==> config.mk <==
export PLATFORM = sky130hd
export DESIGN_NAME = torch_height_velocity_ramp_unit
export DESIGN_NICKNAME = d
export VERILOG_FILES = /design/src/rtl/thvr_pkg.sv /design/src/rtl/torch_height_velocity_ramp_unit.sv /design/src/rtl/thvr_div.sv /design/src/rtl/thvr_datapath.sv /design/src/rtl/thvr_ctrl.sv
export SDC_FILE = /design/constraint.sdc
export NUM_CORES = 1
export LEC_CHECK = 0
export ABC_AREA = 1
export ABC_CLOCK_PERIOD_IN_PS = 17700
export BUFFER_PORTS_ARGS = -buffer_cell sky130_fd_sc_hd__buf_2
export CAP_MARGIN = 0
export CORE_MARGIN = 10
export CORE_UTILIZATION = 65
export DETAILED_ROUTE_END_ITERATION = 10
export GPL_ROUTABILITY_DRIVEN = 1
export PLACE_DENSITY = 0.83
export SETUP_SLACK_MARGIN = 0.2
export SYNTH_ARGS = -nofsm -noshare
export SYNTH_HDL_FRONTEND = slang
export SYNTH_HIERARCHICAL = 1
export SYNTH_SLANG_ARGS = --single-unit
==> constraint.sdc <==
create_clock -name clk -period 17.7 [get_ports clk]
set_input_delay 4.425 -clock clk [delete_from_list [all_inputs] [get_ports clk]]
set_output_delay 4.425 -clock clk [all_outputs]
set_load 0.03 [all_outputs]
==> src/rtl/thvr_pkg.sv <==
// shared types, codes and constants of the torch height velocity ramp
package thvr_pkg;

  // plasma mode codes
  localparam logic [2:0] MODE_OFF         = 3'd0;
  localparam logic [2:0] MODE_IGNITION    = 3'd1;
  localparam logic [2:0] MODE_ESTABLISHED = 3'd2;
  localparam logic [2:0] MODE_HEIGHT      = 3'd3;
  localparam logic [2:0] MODE_SLOWDOWN    = 3'd4;

  // configuration register indexes
  localparam logic [2:0] CFG_MAX_ACC       = 3'd0;
  localparam logic [2:0] CFG_RETRACT_STEPS = 3'd1;
  localparam logic [2:0] CFG_Z_TOP         = 3'd2;
  localparam logic [2:0] CFG_Z_BOTTOM      = 3'd3;
  localparam logic [2:0] CFG_STOP_DISTANCE = 3'd4;
  localparam logic [2:0] CFG_MAX_SPEED     = 3'd5;
  localparam logic [2:0] CFG_SQUARE_SPEED  = 3'd6;

  localparam int CFG_INDEX_W = 3;
  localparam int CFG_DATA_W  = 32;
  localparam int MODE_W      = 3;
  localparam int OUT_DATA_W  = 24;

  // period divider: 250000 / |speed|
  localparam int          DIV_STEPS   = 18;
  localparam int          DIV_CNT_W   = 5;
  localparam int          DIVISOR_W   = 15;
  localparam logic [17:0] PERIOD_NUMERATOR = 18'd250000;
  localparam logic [15:0] PERIOD_STOPPED   = 16'hFFFF;

  localparam logic [7:0]         OSC_RESTART_COUNT  = 8'd100;
  localparam logic signed [15:0] SQUARE_SPEED_RESET = 16'sd25000;

  typedef enum logic [2:0] {
    S_IDLE,
    S_TARGET,
    S_RAMP,
    S_START,
    S_DIV,
    S_DONE
  } thvr_state_t;

  typedef struct packed {
    logic latch_in;
    logic do_target;
    logic do_ramp;
    logic div_start;
    logic load_out;
  } thvr_cmd_t;

endpackage

==> src/rtl/torch_height_velocity_ramp_unit.sv <==
// top level of the torch height velocity ramp unit
//
// one input transfer per control tick carries the plasma mode (in_tuser) and
// the current z position with the oscillator restart flag (in_tdata); each
// tick gives exactly one result transfer with the step timer period, the
// direction and the status flags (out_tdata).
// configuration registers are written through cfg_we / cfg_index / cfg_data,
// one register per cycle; the user must write them only while no tick is in
// flight, which the block does not enforce. unknown indexes are dropped.
// the result shows on out_tvalid once the tick has passed the target, ramp,
// divider start, divide and done states; a new tick is taken only once the last
// one is in the output register. the 18-step serial divider forms 250000 / |speed|.
// the result sits in an output register, so the next tick is taken while a
// result still waits; if the receiver stalls longer than one tick, the block
// holds the finished tick and in_tready stays low until the output frees.
// reset (rst_n low, synchronous) clears the sequencer, empties the output,
// sets speed and target to zero, direction up, safe position zero and loads
// the oscillator with the reset square speed; registers take their reset
// values.
module torch_height_velocity_ramp_unit
  import thvr_pkg::*;
#(
  parameter int POSITION_WIDTH = 32,
  parameter int OSC_HALF_TICKS = 200
) (
  input  logic                                          clk,
  input  logic                                          rst_n,
  // input channel
  input  logic                                          in_tvalid,
  output logic                                          in_tready,
  // fields from bit 0: z_position, restart, zero fill
  input  logic [((POSITION_WIDTH + 1 + 7) / 8) * 8 - 1:0] in_tdata,
  // fields from bit 0: plasma_mode
  input  logic [MODE_W-1:0]                             in_tuser,
  // result channel
  output logic                                          out_tvalid,
  input  logic                                          out_tready,
  // fields from bit 0: step_period, period_update, direction_up, single_step,
  // overrun_fault, at_safe_position, zero fill
  output logic [OUT_DATA_W-1:0]                         out_tdata,
  // configuration write port
  input  logic                                          cfg_we,
  input  logic [CFG_INDEX_W-1:0]                        cfg_index,
  input  logic [CFG_DATA_W-1:0]                         cfg_data
);

  thvr_cmd_t   cmd;
  logic        div_done;
  logic [15:0] res_period;
  logic        res_update;
  logic        res_dir_up;
  logic        res_single_step;
  logic        res_fault;
  logic        res_at_safe;

  // sequencer: one tick at a time, output handshake kept here
  thvr_ctrl u_ctrl (
    .clk        (clk),
    .rst_n      (rst_n),
    .in_tvalid  (in_tvalid),
    .in_tready  (in_tready),
    .out_tvalid (out_tvalid),
    .out_tready (out_tready),
    .div_done   (div_done),
    .cmd        (cmd)
  );

  // arithmetic, configuration and the held result
  thvr_datapath #(
    .POSITION_WIDTH (POSITION_WIDTH),
    .OSC_HALF_TICKS (OSC_HALF_TICKS)
  ) u_dp (
    .clk             (clk),
    .rst_n           (rst_n),
    .cmd             (cmd),
    .div_done        (div_done),
    .cfg_we          (cfg_we),
    .cfg_index       (cfg_index),
    .cfg_data        (cfg_data),
    .in_mode         (in_tuser),
    .in_z            (in_tdata[POSITION_WIDTH-1:0]),
    .in_restart      (in_tdata[POSITION_WIDTH]),
    .res_period      (res_period),
    .res_update      (res_update),
    .res_dir_up      (res_dir_up),
    .res_single_step (res_single_step),
    .res_fault       (res_fault),
    .res_at_safe     (res_at_safe)
  );

  assign out_tdata = {3'b000, res_at_safe, res_fault, res_single_step, res_dir_up,
                      res_update, res_period};

  // a tick in flight blocks the next input transfer
  a_one_tick_at_a_time: assert property (@(posedge clk) disable iff (!rst_n)
    (in_tvalid && in_tready) |=> !in_tready)
    else $error("input taken while a tick is in flight");

  // a single step only comes from rest: direction up, speed held at zero
  a_single_step_at_rest: assert property (@(posedge clk) disable iff (!rst_n)
    (out_tvalid && out_tdata[18]) |->
      (out_tdata[17] && !out_tdata[16] && (out_tdata[15:0] == PERIOD_STOPPED)))
    else $error("single step with the torch in motion");

  // overrun is a height control flag, single step a slowdown one
  a_fault_step_exclusive: assert property (@(posedge clk) disable iff (!rst_n)
    out_tvalid |-> !(out_tdata[19] && out_tdata[18]))
    else $error("overrun and single step in the same tick");

endmodule

==> src/rtl/thvr_div.sv <==
// serial restoring divider for the step timer period
module thvr_div
  import thvr_pkg::*;
(
  input  logic                 clk,
  input  logic                 rst_n,
  input  logic                 start,
  input  logic [DIVISOR_W-1:0] divisor,
  output logic                 done,
  output logic [15:0]          period
);

  localparam logic [DIV_CNT_W-1:0] LAST_CNT = DIV_CNT_W'(DIV_STEPS - 1);

  logic                   busy_r, busy_nxt;
  logic [DIV_CNT_W-1:0]   cnt_r, cnt_nxt;
  logic [DIVISOR_W-1:0]   divisor_r, divisor_nxt;
  logic [DIVISOR_W-1:0]   rem_r, rem_nxt;
  logic [DIV_STEPS-1:0]   quo_r, quo_nxt;
  logic [DIVISOR_W:0]     rem_sh;
  logic [DIVISOR_W:0]     rem_sub;
  logic                   ge;
  logic [DIV_CNT_W-1:0]   bit_idx;

  assign bit_idx = LAST_CNT - cnt_r;
  assign rem_sh  = {rem_r, PERIOD_NUMERATOR[bit_idx]};
  assign ge      = rem_sh >= {1'b0, divisor_r};
  assign rem_sub = rem_sh - {1'b0, divisor_r};

  always_comb begin
    busy_nxt    = busy_r;
    cnt_nxt     = cnt_r;
    divisor_nxt = divisor_r;
    rem_nxt     = rem_r;
    quo_nxt     = quo_r;
    if (start) begin
      busy_nxt    = 1'b1;
      cnt_nxt     = '0;
      divisor_nxt = divisor;
      rem_nxt     = '0;
      quo_nxt     = '0;
    end else if (busy_r) begin
      rem_nxt = ge ? rem_sub[DIVISOR_W-1:0] : rem_sh[DIVISOR_W-1:0];
      quo_nxt = {quo_r[DIV_STEPS-2:0], ge};
      cnt_nxt = cnt_r + 1'b1;
      if (cnt_r == LAST_CNT) begin
        busy_nxt = 1'b0;
      end
    end
  end

  always_ff @(posedge clk) begin
    if (!rst_n) begin
      busy_r <= 1'b0;
      cnt_r  <= '0;
    end else begin
      busy_r <= busy_nxt;
      cnt_r  <= cnt_nxt;
    end
    divisor_r <= divisor_nxt;
    rem_r     <= rem_nxt;
    quo_r     <= quo_nxt;
  end

  // zero divisor gives an all-ones quotient, which saturates to stopped
  assign done   = busy_r && (cnt_r == LAST_CNT);
  assign period = (|quo_r[DIV_STEPS-1:16]) ? PERIOD_STOPPED : quo_r[15:0];

endmodule

==> src/rtl/thvr_datapath.sv <==
// datapath: configuration, target selection, speed ramp and result register
module thvr_datapath
  import thvr_pkg::*;
#(
  parameter int POSITION_WIDTH = 32,
  parameter int OSC_HALF_TICKS = 200
) (
  input  logic                       clk,
  input  logic                       rst_n,
  input  thvr_cmd_t                  cmd,
  output logic                       div_done,
  input  logic                       cfg_we,
  input  logic [CFG_INDEX_W-1:0]     cfg_index,
  input  logic [CFG_DATA_W-1:0]      cfg_data,
  input  logic [MODE_W-1:0]          in_mode,
  input  logic [POSITION_WIDTH-1:0]  in_z,
  input  logic                       in_restart,
  output logic [15:0]                res_period,
  output logic                       res_update,
  output logic                       res_dir_up,
  output logic                       res_single_step,
  output logic                       res_fault,
  output logic                       res_at_safe
);

  localparam int SUM_W = (POSITION_WIDTH > 31 ? POSITION_WIDTH : 31) + 2;
  localparam logic [7:0] OSC_HALF = 8'(OSC_HALF_TICKS);

  // configuration registers
  logic [14:0]                      max_acc_r;
  logic [30:0]                      retract_r;
  logic signed [POSITION_WIDTH-1:0] z_top_r;
  logic signed [POSITION_WIDTH-1:0] z_bottom_r;
  logic [15:0]                      stop_dist_r;
  logic [14:0]                      speed_limit_r;
  logic [14:0]                      square_r;

  // tick state
  logic signed [15:0]               speed_r, speed_nxt;
  logic signed [15:0]               target_r, target_nxt;
  logic                             dir_r, dir_nxt;
  logic signed [POSITION_WIDTH-1:0] safe_r, safe_nxt;
  logic signed [15:0]               osc_speed_r, osc_speed_nxt;
  logic [7:0]                       osc_count_r, osc_count_nxt;

  // latched input and per-tick flags
  logic [MODE_W-1:0]                mode_r, mode_nxt;
  logic signed [POSITION_WIDTH-1:0] z_r, z_nxt;
  logic                             restart_r, restart_nxt;
  logic                             fault_r, fault_nxt;
  logic                             step1_r, step1_nxt;
  logic                             upd_r, upd_nxt;
  logic                             at_safe_r, at_safe_nxt;

  // result register
  logic [15:0] o_period_r, o_period_nxt;
  logic        o_upd_r, o_upd_nxt;
  logic        o_dir_r, o_dir_nxt;
  logic        o_step_r, o_step_nxt;
  logic        o_fault_r, o_fault_nxt;
  logic        o_safe_r, o_safe_nxt;

  logic signed [SUM_W-1:0] z_ext, top_ext, safe_ext, retract_ext, stop_ext;
  logic signed [SUM_W-1:0] retract_sum, gap;
  logic signed [15:0]      osc_speed_v;
  logic [7:0]              osc_count_v;
  logic signed [16:0]      acc_raw, acc_lim, acc_clamp;
  logic signed [17:0]      sum_speed, ms_ext;
  logic signed [15:0]      speed_new;
  logic signed [15:0]      speed_neg;
  logic [DIVISOR_W-1:0]    speed_mag;
  logic [15:0]             div_period;

  always_ff @(posedge clk) begin
    if (!rst_n) begin
      max_acc_r     <= '0;
      retract_r     <= '0;
      z_top_r       <= '0;
      z_bottom_r    <= '0;
      stop_dist_r   <= 16'hFFFF;
      speed_limit_r <= 15'h7FFF;
      square_r      <= SQUARE_SPEED_RESET[14:0];
    end else if (cfg_we) begin
      case (cfg_index)
        CFG_MAX_ACC:       max_acc_r     <= cfg_data[14:0];
        CFG_RETRACT_STEPS: retract_r     <= cfg_data[30:0];
        CFG_Z_TOP:         z_top_r       <= cfg_data[POSITION_WIDTH-1:0];
        CFG_Z_BOTTOM:      z_bottom_r    <= cfg_data[POSITION_WIDTH-1:0];
        CFG_STOP_DISTANCE: stop_dist_r   <= cfg_data[15:0];
        CFG_MAX_SPEED:     speed_limit_r <= cfg_data[14:0];
        CFG_SQUARE_SPEED:  square_r      <= cfg_data[14:0];
        default: ;
      endcase
    end
  end

  assign z_ext       = $signed({{(SUM_W-POSITION_WIDTH){z_r[POSITION_WIDTH-1]}}, z_r});
  assign top_ext     = $signed({{(SUM_W-POSITION_WIDTH){z_top_r[POSITION_WIDTH-1]}}, z_top_r});
  assign safe_ext    = $signed({{(SUM_W-POSITION_WIDTH){safe_r[POSITION_WIDTH-1]}}, safe_r});
  assign retract_ext = $signed({{(SUM_W-31){1'b0}}, retract_r});
  assign stop_ext    = $signed({{(SUM_W-16){1'b0}}, stop_dist_r});
  assign retract_sum = z_ext + retract_ext;
  assign gap         = safe_ext - z_ext;

  assign osc_speed_v = restart_r ? $signed({1'b0, square_r}) : osc_speed_r;
  assign osc_count_v = restart_r ? OSC_RESTART_COUNT : osc_count_r;

  // ramp: limit the change, then clamp the speed
  assign acc_raw = $signed({target_r[15], target_r}) - $signed({speed_r[15], speed_r});
  assign acc_lim = $signed({2'b00, max_acc_r});
  always_comb begin
    if (acc_raw > acc_lim) begin
      acc_clamp = acc_lim;
    end else if (acc_raw < -acc_lim) begin
      acc_clamp = -acc_lim;
    end else begin
      acc_clamp = acc_raw;
    end
  end
  assign sum_speed = $signed({{2{speed_r[15]}}, speed_r}) + $signed({acc_clamp[16], acc_clamp});
  assign ms_ext    = $signed({3'b000, speed_limit_r});
  always_comb begin
    if (sum_speed > ms_ext) begin
      speed_new = $signed({1'b0, speed_limit_r});
    end else if (sum_speed < -ms_ext) begin
      speed_new = -$signed({1'b0, speed_limit_r});
    end else begin
      speed_new = sum_speed[15:0];
    end
  end

  assign speed_neg = -speed_r;
  assign speed_mag = speed_r[15] ? speed_neg[DIVISOR_W-1:0] : speed_r[DIVISOR_W-1:0];

  always_comb begin
    speed_nxt     = speed_r;
    target_nxt    = target_r;
    dir_nxt       = dir_r;
    safe_nxt      = safe_r;
    osc_speed_nxt = osc_speed_r;
    osc_count_nxt = osc_count_r;
    mode_nxt      = mode_r;
    z_nxt         = z_r;
    restart_nxt   = restart_r;
    fault_nxt     = fault_r;
    step1_nxt     = step1_r;
    upd_nxt       = upd_r;
    at_safe_nxt   = at_safe_r;
    o_period_nxt  = o_period_r;
    o_upd_nxt     = o_upd_r;
    o_dir_nxt     = o_dir_r;
    o_step_nxt    = o_step_r;
    o_fault_nxt   = o_fault_r;
    o_safe_nxt    = o_safe_r;

    if (cmd.latch_in) begin
      mode_nxt    = in_mode;
      z_nxt       = in_z;
      restart_nxt = in_restart;
    end

    if (cmd.do_target) begin
      fault_nxt     = 1'b0;
      step1_nxt     = 1'b0;
      osc_speed_nxt = osc_speed_v;
      osc_count_nxt = osc_count_v;
      case (mode_r)
        MODE_OFF, MODE_IGNITION, MODE_ESTABLISHED: begin
          target_nxt = '0;
        end
        MODE_HEIGHT: begin
          fault_nxt = (z_r > z_top_r) || (z_r < z_bottom_r);
          if (osc_count_v == OSC_HALF) begin
            osc_count_nxt = '0;
            osc_speed_nxt = -osc_speed_v;
            target_nxt    = -osc_speed_v;
          end else begin
            osc_count_nxt = osc_count_v + 8'd1;
            target_nxt    = osc_speed_v;
          end
          safe_nxt = (retract_sum < top_ext) ? retract_sum[POSITION_WIDTH-1:0] : z_top_r;
        end
        MODE_SLOWDOWN: begin
          if (z_r < safe_r) begin
            if (gap > stop_ext) begin
              target_nxt = $signed({1'b0, speed_limit_r});
            end else begin
              target_nxt = '0;
              if (speed_r == '0) begin
                dir_nxt   = 1'b1;
                step1_nxt = 1'b1;
              end
            end
          end
        end
        default: ;
      endcase
    end

    if (cmd.do_ramp) begin
      at_safe_nxt = (z_r == safe_r);
      upd_nxt     = 1'b0;
      if (acc_raw != '0) begin
        speed_nxt = speed_new;
        dir_nxt   = !speed_new[15];
        upd_nxt   = 1'b1;
      end
    end

    if (cmd.load_out) begin
      o_period_nxt = div_period;
      o_upd_nxt    = upd_r;
      o_dir_nxt    = dir_r;
      o_step_nxt   = step1_r;
      o_fault_nxt  = fault_r;
      o_safe_nxt   = at_safe_r;
    end
  end

  always_ff @(posedge clk) begin
    if (!rst_n) begin
      speed_r     <= '0;
      target_r    <= '0;
      dir_r       <= 1'b1;
      safe_r      <= '0;
      osc_speed_r <= SQUARE_SPEED_RESET;
      osc_count_r <= '0;
    end else begin
      speed_r     <= speed_nxt;
      target_r    <= target_nxt;
      dir_r       <= dir_nxt;
      safe_r      <= safe_nxt;
      osc_speed_r <= osc_speed_nxt;
      osc_count_r <= osc_count_nxt;
    end
    mode_r     <= mode_nxt;
    z_r        <= z_nxt;
    restart_r  <= restart_nxt;
    fault_r    <= fault_nxt;
    step1_r    <= step1_nxt;
    upd_r      <= upd_nxt;
    at_safe_r  <= at_safe_nxt;
    o_period_r <= o_period_nxt;
    o_upd_r    <= o_upd_nxt;
    o_dir_r    <= o_dir_nxt;
    o_step_r   <= o_step_nxt;
    o_fault_r  <= o_fault_nxt;
    o_safe_r   <= o_safe_nxt;
  end

  thvr_div u_div (
    .clk     (clk),
    .rst_n   (rst_n),
    .start   (cmd.div_start),
    .divisor (speed_mag),
    .done    (div_done),
    .period  (div_period)
  );

  assign res_period      = o_period_r;
  assign res_update      = o_upd_r;
  assign res_dir_up      = o_dir_r;
  assign res_single_step = o_step_r;
  assign res_fault       = o_fault_r;
  assign res_at_safe     = o_safe_r;

endmodule

==> src/rtl/thvr_ctrl.sv <==
// controller: sequences one tick through target, ramp, divide and result
module thvr_ctrl
  import thvr_pkg::*;
(
  input  logic      clk,
  input  logic      rst_n,
  input  logic      in_tvalid,
  output logic      in_tready,
  output logic      out_tvalid,
  input  logic      out_tready,
  input  logic      div_done,
  output thvr_cmd_t cmd
);

  thvr_state_t state_r, state_nxt;
  logic        out_valid_r, out_valid_nxt;
  logic        slot_free;

  assign slot_free = !out_valid_r || out_tready;

  always_comb begin
    state_nxt = state_r;
    case (state_r)
      S_IDLE:   if (in_tvalid) state_nxt = S_TARGET;
      S_TARGET: state_nxt = S_RAMP;
      S_RAMP:   state_nxt = S_START;
      S_START:  state_nxt = S_DIV;
      S_DIV:    if (div_done) state_nxt = S_DONE;
      S_DONE:   if (slot_free) state_nxt = S_IDLE;
      default:  state_nxt = S_IDLE;
    endcase
  end

  always_comb begin
    in_tready     = 1'b0;
    cmd           = '0;
    case (state_r)
      S_IDLE: begin
        in_tready    = 1'b1;
        cmd.latch_in = in_tvalid;
      end
      S_TARGET: cmd.do_target = 1'b1;
      S_RAMP:   cmd.do_ramp   = 1'b1;
      S_START:  cmd.div_start = 1'b1;
      S_DONE:   cmd.load_out  = slot_free;
      default: ;
    endcase
    out_valid_nxt = cmd.load_out || (out_valid_r && !out_tready);
  end

  always_ff @(posedge clk) begin
    if (!rst_n) begin
      state_r     <= S_IDLE;
      out_valid_r <= 1'b0;
    end else begin
      state_r     <= state_nxt;
      out_valid_r <= out_valid_nxt;
    end
  end

  assign out_tvalid = out_valid_r;

endmodule

==> flow_metrics.env, run 1 <==
export IMPL_syn2layout_area_growth_pct=7.71
export IMPL_min_path_type="reg -> reg"
export IMPL_ff2ff_setup_slack_ps=9030
export IMPL_grt_pass1_vias=23916
export IMPL_vias=25849
export IMPL_wl_met1_um=33600
export IMPL_reg2reg_depth=50
export IMPL_yosys_warnings=6
export IMPL_path_max_fanout=30
export IMPL_design_die_area_um2=50200
export IMPL_synth_most_common_cell="nand2_1"
export IMPL_ys_top_cells_by_count="861 x nand2_1, 595 x inv_1, 401 x a21oi_1"
export IMPL_drc=0
export IMPL_crit_top_cell="nand2_1"
export IMPL_worst_slew_pin_slew_ps=1170
export IMPL_synth_area_um2=27100
export IMPL_cts_setup_buffers=0
export IMPL_grt_pass1_wl_um=122000
export IMPL_cp_required_ps=18160
export IMPL_grt_ovfl_total=0
export IMPL_finalSetupViolations=0
export IMPL_numCtsBuffers=40
export IMPL_htree_levels=2
export IMPL_finalCriticalPeriod_ps=8670
export IMPL_gp_congestion=0.987
export IMPL_fin_skew_ps=37.4
export IMPL_initial_utilization=0.660
export IMPL_die_y_um=224
export IMPL_drt_wl_total_um=76100
export IMPL_syn_instance_count=3952
export IMPL_cts_root_buf="clkbuf_16"
export IMPL_r2r_end="u_dp/speed_r[13]$_SDFFE_PN0P_"
export IMPL_dpl_hpwl_um=57900
export IMPL_viasPerCell=5.68
export IMPL_worstSetupEndpointType="flip-flop"
export IMPL_synth_edf_count=76
export IMPL_rsz0062_at_grt="false"
export IMPL_critical_path_max_stage_delay_ps=730
export IMPL_yosysSeqAreaShare=0.297
export IMPL_met3_length_um=5510
export IMPL_relSlewSlack=0.220
export IMPL_fmax_mhz=115
export IMPL_drive_gt1_frac=0.0687
export IMPL_cp_buffers_inverters=6
export IMPL_cts_clk_slew_worst_paths_ps=60
export IMPL_max_cap_viol_count=0
export IMPL_grt_start_max_net_pins=73
export IMPL_antenna_found_initial=4
export IMPL_ys_flop_type="dfxtp_1"
export IMPL_outcome="complete, no violations"
export IMPL_final_util=0.711
export IMPL_first_iter_violations=2395
export IMPL_ys_ff_latch=364
export IMPL_crit_type="reg -> reg"
export IMPL_drt_pass1_iterations=6
export IMPL_nNetsFinal=4369
export IMPL_synth_cell_type_count=65
export IMPL_synthTopCellsByArea="dfxtp_1 21%, ha_1 14%, nand2_1 12%, edfxtp_1 8.4%, inv_1 8.3%"
export IMPL_clk_path_buf_depth=3
export IMPL_row_count=74
export IMPL_hold_violations=0
export IMPL_async_flop_share=0
export IMPL_die_w_um=224
export IMPL_fin_crit_sh=0.490
export IMPL_globalRouteTotalUtil=0.295
export IMPL_cp_top_family="simple AND/OR/NAND/NOR gates"
export IMPL_cp_data_arrival_time_ps=9130
export IMPL_ctsHoldBuffers=0
export IMPL_fill_cells=3569
export IMPL_tns_ps=0
export IMPL_start_kind="flip-flop"
export IMPL_ios=109
export IMPL_yosysTopAreaCell="dfxtp_1"
export IMPL_routed_wl_met2_um=34300
export IMPL_design_core_area_um2=41000
export IMPL_io_buffers=98
export IMPL_ant_nets=0
export IMPL_min_from="u_dp/upd_r$_DFFE_PP_"
export IMPL_holdPathEnd="u_dp/res_update$_DFFE_PP_"
export IMPL_post_cts_resized=0
export IMPL_cts_tree="built"
export IMPL_finalMaxSlewViolations=0
export IMPL_clock_sinks=364
export IMPL_syn_area_per_cell_um2=6.85
export IMPL_clock_latency_ps=590
export IMPL_holdPathStages=0
export IMPL_timing_rr_start="u_dp/speed_r[0]$_SDFFE_PN0P_"
export IMPL_cp_slowest_cell="nand2_1"
export IMPL_synth_top_area_frac=0.213
export IMPL_top_layer="met4"
export IMPL_wl_per_cell_um=16.7
cell type report:
class | count | area, um^2 | area share
clock inverters | 25 | 259 | 0.00888
multi-input cells | 2852 | 16200 | 0.555
diodes | 2 | 5.00 | 0.000172
well taps | 532 | 666 | 0.0228
inverters | 614 | 2310 | 0.0791
flip-flops and latches | 364 | 8050 | 0.276
clock buffers | 49 | 1070 | 0.0369
repair buffers | 116 | 628 | 0.0215
flip-flops by register name, indices dropped and copies added (netlist names), 3 cells and up:
name and count:
u_dp/z_r 32, u_dp/target_r 16, u_dp/z_top_r 32, u_dp/max_acc_r 15, u_dp/z_bottom_r 32, u_dp/osc_count_r 8
u_dp/u_div/cnt_r 5, u_dp/res_period 16, u_dp/stop_dist_r 16, u_dp/u_div/divisor_r 15, u_dp/speed_r 16, u_dp/u_div/rem_r 15
u_dp/osc_speed_r 16, u_ctrl/state_r 3, u_dp/speed_limit_r 15, u_dp/mode_r 3, u_dp/retract_r 31, u_dp/u_div/quo_r 18
u_dp/square_r 15, u_dp/safe_r 32
how the worst max path moves through the flow:
stage	slack, ps	cells past startpoint	startpoint	to
2_1_floorplan	11180	53	u_dp/target_r[0]$_SDFFE_PN0P_	u_dp/speed_r[13]$_SDFFE_PN0P_
3_3_place_gp	9370	51	u_dp/speed_r[0]$_SDFFE_PN0P_	u_dp/dir_r$_SDFF_PN1_
3_5_place_dp	9330	51	u_dp/speed_r[0]$_SDFFE_PN0P_	u_dp/dir_r$_SDFF_PN1_
4_1_cts	9230	50	u_dp/speed_r[0]$_SDFFE_PN0P_	u_dp/speed_r[13]$_SDFFE_PN0P_
5_1_grt	8280	50	u_dp/speed_r[2]$_SDFFE_PN0P_	u_dp/speed_r[13]$_SDFFE_PN0P_
6_report	9030	50	u_dp/speed_r[0]$_SDFFE_PN0P_	u_dp/speed_r[13]$_SDFFE_PN0P_
cell usage in the layout, fill, tap and decap left out, drive strengths merged, types with 2 or more instances in the layout:
cell / n
o2111ai: 3
fa: 5
nor3: 55
or2: 8
and2: 2
o31a: 2
diode: 2
clkbuf: 49
a21o: 4
nand4: 55
o31ai: 3
a21oi: 408
o211ai: 54
a211oi: 10
dfxtp: 288
nand3: 220
o221a: 7
nand3b: 17
clkinvlp: 7
nor4: 12
nor2: 361
nand2: 877
and3: 3
a21boi: 6
o221ai: 3
a31oi: 6
bufinv: 3
inv: 612
o21a: 15
xnor2: 17
ha: 293
clkinv: 17
conb: 3
edfxtp: 76
o21ai: 301
o21bai: 10
xor2: 86
buf: 116
per-layer routing:
layer | global-route usage | up-vias
met5 | 0 | -
met4 | 0.115 | 0
met3 | 0.0419 | 138
met2 | 0.482 | 887
met1 | 0.389 | 11710
li1 | - | 13114
kinds of logic (layout without fill, tap and decap cells):
family / Yosys count / count (layout) / synth area share
DFF: 364 / 364 / 0.297
buffers and inverters: 738 / 804 / 0.107
other: 1 / 5 / 0.000139
adders and majority gates: 298 / 298 / 0.139
and+or+nand+nor: 1611 / 1611 / 0.253
AOI/OAI and AO/OA: 837 / 837 / 0.170
xor gates and xnor gates: 103 / 103 / 0.0336
metrics by stage:
step	setup slack [ps]	instances	instance area, um^2	hold slack, ps
floorplan	11180	3954	27100	400
global placement	9370	4478	27800	401
detailed placement	9330	4478	27800	405
CTS	9230	4552	29200	427
global route	8280	4552	29200	432
finish	9030	4554	29200	425
worst reg2reg max path, delay by kind of cell (launching register included):
kind	cells	cell delay, ps
AOI/OAI and AO/OA	10	1910
and+or+nand+nor	28	3460
buffers and inverters	6	700
xor gates and xnor gates	1	370
DFF	1	390
adders and majority gates	5	1750
Power of run 1 is not shown: default switching activity piles up to over one toggle a cycle in this logic, so the estimate is an artifact.
==> run 2: changes to the inputs <==
ABC_CLOCK_PERIOD_IN_PS = 8400   (was 17700)
CORE_UTILIZATION = 64   (was 65)
PLACE_DENSITY = 0.82   (was 0.83)
clock period = 8.4 ns   (was 17.7 ns; I/O delays follow)
==> flow_metrics.env, run 2 (synthesis gave the netlist of run 1 again) <==
export IMPL_hold_violations=0
export IMPL_finalCriticalPeriod_ps=7510
export IMPL_drc=0
export IMPL_vias=26042
export IMPL_finalSetupViolations=0
export IMPL_cp_data_arrival_time_ps=7980
export IMPL_grt_pass1_vias=24079
export IMPL_tns_ps=0
export IMPL_cp_top_family="simple AND/OR/NAND/NOR gates"
export IMPL_critical_path_max_stage_delay_ps=420
export IMPL_cts_root_buf="clkbuf_16"
export IMPL_crit_end="u_dp/speed_r[4]$_SDFFE_PN0P_"
export IMPL_clock_sinks=364
export IMPL_max_cap_viol_count=0
export IMPL_drive_gt1_frac=0.0706
export IMPL_path_depth=49
export IMPL_cp_buffers_inverters=6
export IMPL_worst_slew_pin_slew_ps=1180
export IMPL_grt_start_max_net_pins=78
export IMPL_drt_wl_total_um=77200
export IMPL_design_core_area_um2=41900
export IMPL_syn2layout_area_growth_pct=8.02
export IMPL_htree_levels=2
export IMPL_first_iter_violations=2352
export IMPL_final_util=0.699
export IMPL_grt_pass1_wl_um=123000
export IMPL_ff2ff_setup_slack_ps=890
export IMPL_worstSetupStartpoint="u_dp/speed_r[0]$_SDFFE_PN0P_"
export IMPL_fill_cells=3690
export IMPL_cts_clk_slew_worst_paths_ps=60
export IMPL_die_w_um=226
export IMPL_ios=109
export IMPL_clock_latency_ps=570
export IMPL_io_buffers=98
export IMPL_final_cell_mix="861 x nand2_1, 594 x inv_1, 401 x a21oi_1"
export IMPL_grt_ovfl_total=0
export IMPL_reg2reg_depth=49
export IMPL_finalMaxSlewViolations=0
export IMPL_row_count=75
export IMPL_diodes=0
export IMPL_crit_type="reg -> reg"
export IMPL_cp_slowest_cell="fa_1"
export IMPL_wl_per_cell_um=16.9
export IMPL_path_max_fanout=19
export IMPL_ant_nets=0
export IMPL_worstSetupEndpointType="flip-flop"
export IMPL_mostFrequentLayoutCell="nand2_1"
export IMPL_clk_path_buf_depth=3
export IMPL_r2r_end="u_dp/speed_r[4]$_SDFFE_PN0P_"
export IMPL_initial_utilization=0.647
export IMPL_min_path_type="reg -> reg"
export IMPL_crit_top_cell="nand2_1"
export IMPL_timing_rr_start="u_dp/speed_r[0]$_SDFFE_PN0P_"
export IMPL_outcome="complete, no violations"
export IMPL_globalRouteTotalUtil=0.298
export IMPL_relSlewSlack=0.213
export IMPL_drt_pass1_iterations=6
export IMPL_nNetsFinal=4376
export IMPL_fmax_mhz=133
export IMPL_fin_skew_ps=29.3
export IMPL_die_y_um=226
export IMPL_start_kind="flip-flop"
export IMPL_viasPerCell=5.71
export IMPL_finalWorstSetupSlack_ps=891
export IMPL_rsz0062_at_grt="false"
export IMPL_antenna_found_initial=0
export IMPL_dpl_hpwl_um=59000
export IMPL_worst_hold_slack_ps=428
export IMPL_cp_required_ps=8870
export IMPL_preCtsSetupSlack_ps=904
export IMPL_cts_tree="built"
export IMPL_numCtsBuffers=40
export IMPL_gp_congestion=0.978
export IMPL_fin_crit_sh=0.894
export IMPL_design_die_area_um2=50900
-- run 2: metal layers --
layer  vias to the layer above  part of all wire  GRT usage  routed length (um)
li1                      13099                 -          -                   -
met1                     11887              0.44      0.390               33800
met2                       908              0.46      0.489               35200
met3                       148             0.069     0.0392                5300
met4                         0             0.037      0.117                2840
met5                         -                 0          0                   0
-- run 2: cell type report --
type	count	area, um^2	area share
multi-input combinational	2852	16200	0.554
clock inverter	22	231	0.00792
tap	539	674	0.0231
clock buffer	50	1090	0.0373
timing repair buffer	123	681	0.0233
inverter	614	2310	0.0790
sequential	364	8050	0.275
-- run 2: what timing repair did --
action | CTS | global route
gates resized for setup | 0 | 7
endpoints found under the setup margin | 0 | 16
hold buffers | 0 | 0
buffers inserted | 0 | 2
endpoints found under the hold margin | 0 | 0
-- run 2: worst min path at each step --
stage | endpoint | depth (start not counted) | start | slack, ps
final | u_dp/res_update$_DFFE_PP_ | 0 | u_dp/upd_r$_DFFE_PP_ | 430
after global routing | u_dp/res_update$_DFFE_PP_ | 0 | u_dp/upd_r$_DFFE_PP_ | 450
after CTS | u_dp/res_update$_DFFE_PP_ | 0 | u_dp/upd_r$_DFFE_PP_ | 430
after detailed placement | u_dp/res_fault$_DFFE_PP_ | 0 | u_dp/fault_r$_SDFFCE_PN0P_ | 410
after global placement | u_dp/res_fault$_DFFE_PP_ | 0 | u_dp/fault_r$_SDFFCE_PN0P_ | 400
after floorplan | u_dp/res_at_safe$_DFFE_PP_ | 0 | u_dp/at_safe_r$_DFFE_PP_ | 400
-- run 2: per-stage QoR --
stage	cells	area [um^2]
floorplan	3954	27100
global placement	4490	27900
detailed placement	4490	27900
CTS	4562	29200
global route	4564	29200
finish	4564	29200
Power of run 2 is left out for the same reason.
